`src/design/mhds_ram.sv`:
```
// Generic single-port-write, single-read synchronous RAM.
// Registered read: data for an address comes out in the next cycle; no dependencies.
module mhds_ram #(
    parameter int Width = 8,
    parameter int Depth = 16
) (
    input  logic                     i_clk,
    input  logic                     i_we,
    input  logic [$clog2(Depth)-1:0] i_waddr,
    input  logic [Width-1:0]         i_wdata,
    input  logic [$clog2(Depth)-1:0] i_raddr,
    output logic [Width-1:0]         o_rdata
);
    logic [Width-1:0] r_mem [Depth];
    always_ff @(posedge i_clk) begin
        if (i_we) r_mem[i_waddr] <= i_wdata;
        o_rdata <= r_mem[i_raddr];
    end
endmodule

```
`config.mk`:
```
export PLATFORM = sky130hd
export DESIGN_NAME = mhds_ram
export DESIGN_NICKNAME = d
export VERILOG_FILES = /design/src/design/mhds_ram.sv
export SDC_FILE = /design/constraint.sdc
export NUM_CORES = 1
export LEC_CHECK = 0
export BUFFER_PORTS_ARGS = -buffer_cell sky130_fd_sc_hd__buf_2
export CORE_MARGIN = 5
export CORE_UTILIZATION = 42
export DETAILED_ROUTE_END_ITERATION = 10
export SETUP_SLACK_MARGIN = 0.02
export SKIP_CTS_REPAIR_TIMING = 1
export SLEW_MARGIN = 40
export SYNTH_ARGS = -nofsm -noshare
export SYNTH_HDL_FRONTEND = slang
export SYNTH_SLANG_ARGS = --single-unit
```
`constraint.sdc`:
```
create_clock -name i_clk -period 1.8 [get_ports i_clk]
set_clock_uncertainty 0.1 [all_clocks]
set_input_delay 0.09 -clock i_clk [delete_from_list [all_inputs] [get_ports i_clk]]
set_output_delay 0.09 -clock i_clk [all_outputs]
set_load 0.005 [all_outputs]
```
==> reports/metrics.csv <==
metric,value,unit
via_count,2414,
synth.most_common_cell,edfxtp_1,
nets,312,
hold_class,input port to register,
core-area,12000,um2
overflow,0,
cp.arrival,1.62,ns
async_flop_share,0,%
cts_root_buf,clkbuf_16,
design_area,6220,um2
critPathBufInv,0,
grt_pass1_vias,2516,
hold_viol,0,
drtPass1Iterations,4,
rsz0062_at_grt,false,
ys_seq_elements,136,
die_x,121,um
numCtsBuffers,17,
grtUsageMet3,4.02,%
yosysUniqueCellTypes,19,
die-area,14600,um2
drive_above_1_share,30.6,%
period_share,79.7,%
cts.sinks,136,
die_h,121,um
grt_start_max_net_pins,33,
ir_worst_vdd,0.000698,V
drt_iter0_drc,149,
grt_use_total,14.3,%
grt.busiest_layer,met2,
synth_warnings,0,
p_switching,1.44,mW
slowest_delay,0.52,ns
drc_errors,0,
dpl_cell_area,5580,um2
grt_util_met2,22.5,%
syn-num-nets,247,
ctsHtreeMaxLevel,4,
yosys.area.top_type,edfxtp_1,
cts.path.max_buffers,2,
cts_tree,done,
synth_flop_cell,edfxtp_1,
synth_edf_count,128,
worstPathRequired,1.98,ns
dp.final_hpwl,6080,um
maxSlewHeadroom,73.2,%
clock.fmax,697,MHz
swShare,20.1,%
ios,26,
setup_viol,0,
placementRows,40,
syn-cell-area,5150,um2
antenna_found_initial,0,
viasPerCell,5.32,
regToRegSetupSlack,0.37,ns
critical_path_class,register to register,
drtAntennaViolNets,0,
path_clk_slew,0.05,ns
crit_path_end_kind,register,
worst_pin_slew,0.403,ns
crit_slowest_cell,mux4_1,
place_congestion,0.764,
p_int,5.71,mW
wl,9630,um
power_frac_clock,45.3,%
drv_cap,0,
status,"complete, no violations",
post_drt_wl_per_cell,21.2,um
cp-start-kind,register,
synth_seq_area_share,77.8,%
grt_pass1_wl,14800,um
areaGrowthSynthToFinish,20.9,%
syn_avg_cell_area,22.5,um2
initial_core_util,42.9,%
clkLatencyLatePin,0.41,ns
setup_tns,0,ns
layout_min_cycle_time,1.43,ns
crit_family,multiplexers,
slew_viol_final,0,
seq_power_share,49.9,%
p_leak,2.12,nW
synth_top_cells_by_count,"edfxtp_1 (128), mux4_2 (18), a22oi_1 (16), mux4_1 (14), nor2_1 (13)",
cellPowerDensity,1150,nW/um2
synth_top_area_share,74.7,%
synth_area_leaders,"edfxtp_1 (75%), mux4_2 (7.9%), mux4_1 (7.1%)",
io_buffers,25,
use_met1,19.2,%
comb_power_share,4.8,%
synthCells,229,
cp_max_fo,1,
antenna_cells,0,
cp_cell_sequence,mux4_1 -> a22oi_1 -> nand2_1,
## power groups by stage
stage               combinational, mW  clock, mW  sequential [mW]
finish                          0.342       3.24             3.57
global route                    0.375       3.45             3.57
CTS                             0.338       3.29             3.57
detailed placement              0.338          0             3.63
global placement                0.331          0             3.63
floorplan                       0.180          0             3.62
## logic make-up (layout without fill, tap and decap cells)
family | Yosys count | in the layout | synth area share (%)
and+or+nand+nor | 35 | 35 | 3.18
muxes | 32 | 32 | 15.0
DFF | 136 | 136 | 77.8
AOI/OAI and AO/OA | 16 | 16 | 2.33
buffers and inverters | 10 | 88 | 1.68
## layer usage
layer | part of all wire [%] | up-vias
met3 | 5.9 | 9
met1 | 42 | 1231
met4 | 1.3 | 0
li1 | - | 1101
met2 | 50 | 73
met5 | 0 | -
## state kept, by name, indices dropped and copies added (netlist names)
signal   cells
o_rdata      8
r_mem      128
## worst paths after layout
path	cells past startpoint	end	start
worst min-delay path	5	o_rdata[1]	i_raddr[3]
worst max-delay path	3	o_rdata[5]	r_mem[0][5]
worst min register to register	3	o_rdata[0]	r_mem[14][0]
worst max register to register	3	o_rdata[5]	r_mem[0][5]
## stage by stage
step	instances	utilization (%)	hold slack, ns	setup WS (ns)	power, mW
finish	454	51.8	0.143	0.365	7.15
global placement	414	46.5	0.375	0.138	3.96
floorplan	229	-	0.0889	0.117	3.80
global route	454	51.8	0.151	0.269	7.39
detailed placement	414	46.5	0.366	0.130	3.97
CTS	446	51.1	-0.0424	0.338	7.19
## cells in the final DEF (no fill, tap or decap), drive strengths merged
| master | n |
|---|---|
| dlygate4sd3 | 8 |
| or3b | 1 |
| mux4 | 32 |
| nand3b | 2 |
| nor2 | 13 |
| clkinv | 7 |
| clkinvlp | 5 |
| dfxtp | 8 |
| and2 | 1 |
| a22oi | 16 |
| nor3 | 4 |
| buf | 48 |
| inv | 1 |
| nand3 | 1 |
| and2b | 1 |
| nor2b | 1 |
| nand2 | 9 |
| bufinv | 2 |
| clkbuf | 17 |
| edfxtp | 128 |
| nand2b | 2 |
## tightest hold or removal path: stages
cell	delay, ns
buf_2	0.11
nor2_1	0.08
buf_4	0.18
a22oi_1	0.09
nand2_1	0.06
## area by class of cell
class | instances | area (um2)
clock inverter | 15 | 135
timing repair buffer | 56 | 415
sequential | 136 | 4000
clock buffer | 17 | 425
fill | 952 | 5790
tap | 147 | 184
multi-input combinational | 83 | 1060
(Power assumes the default switching activity.)
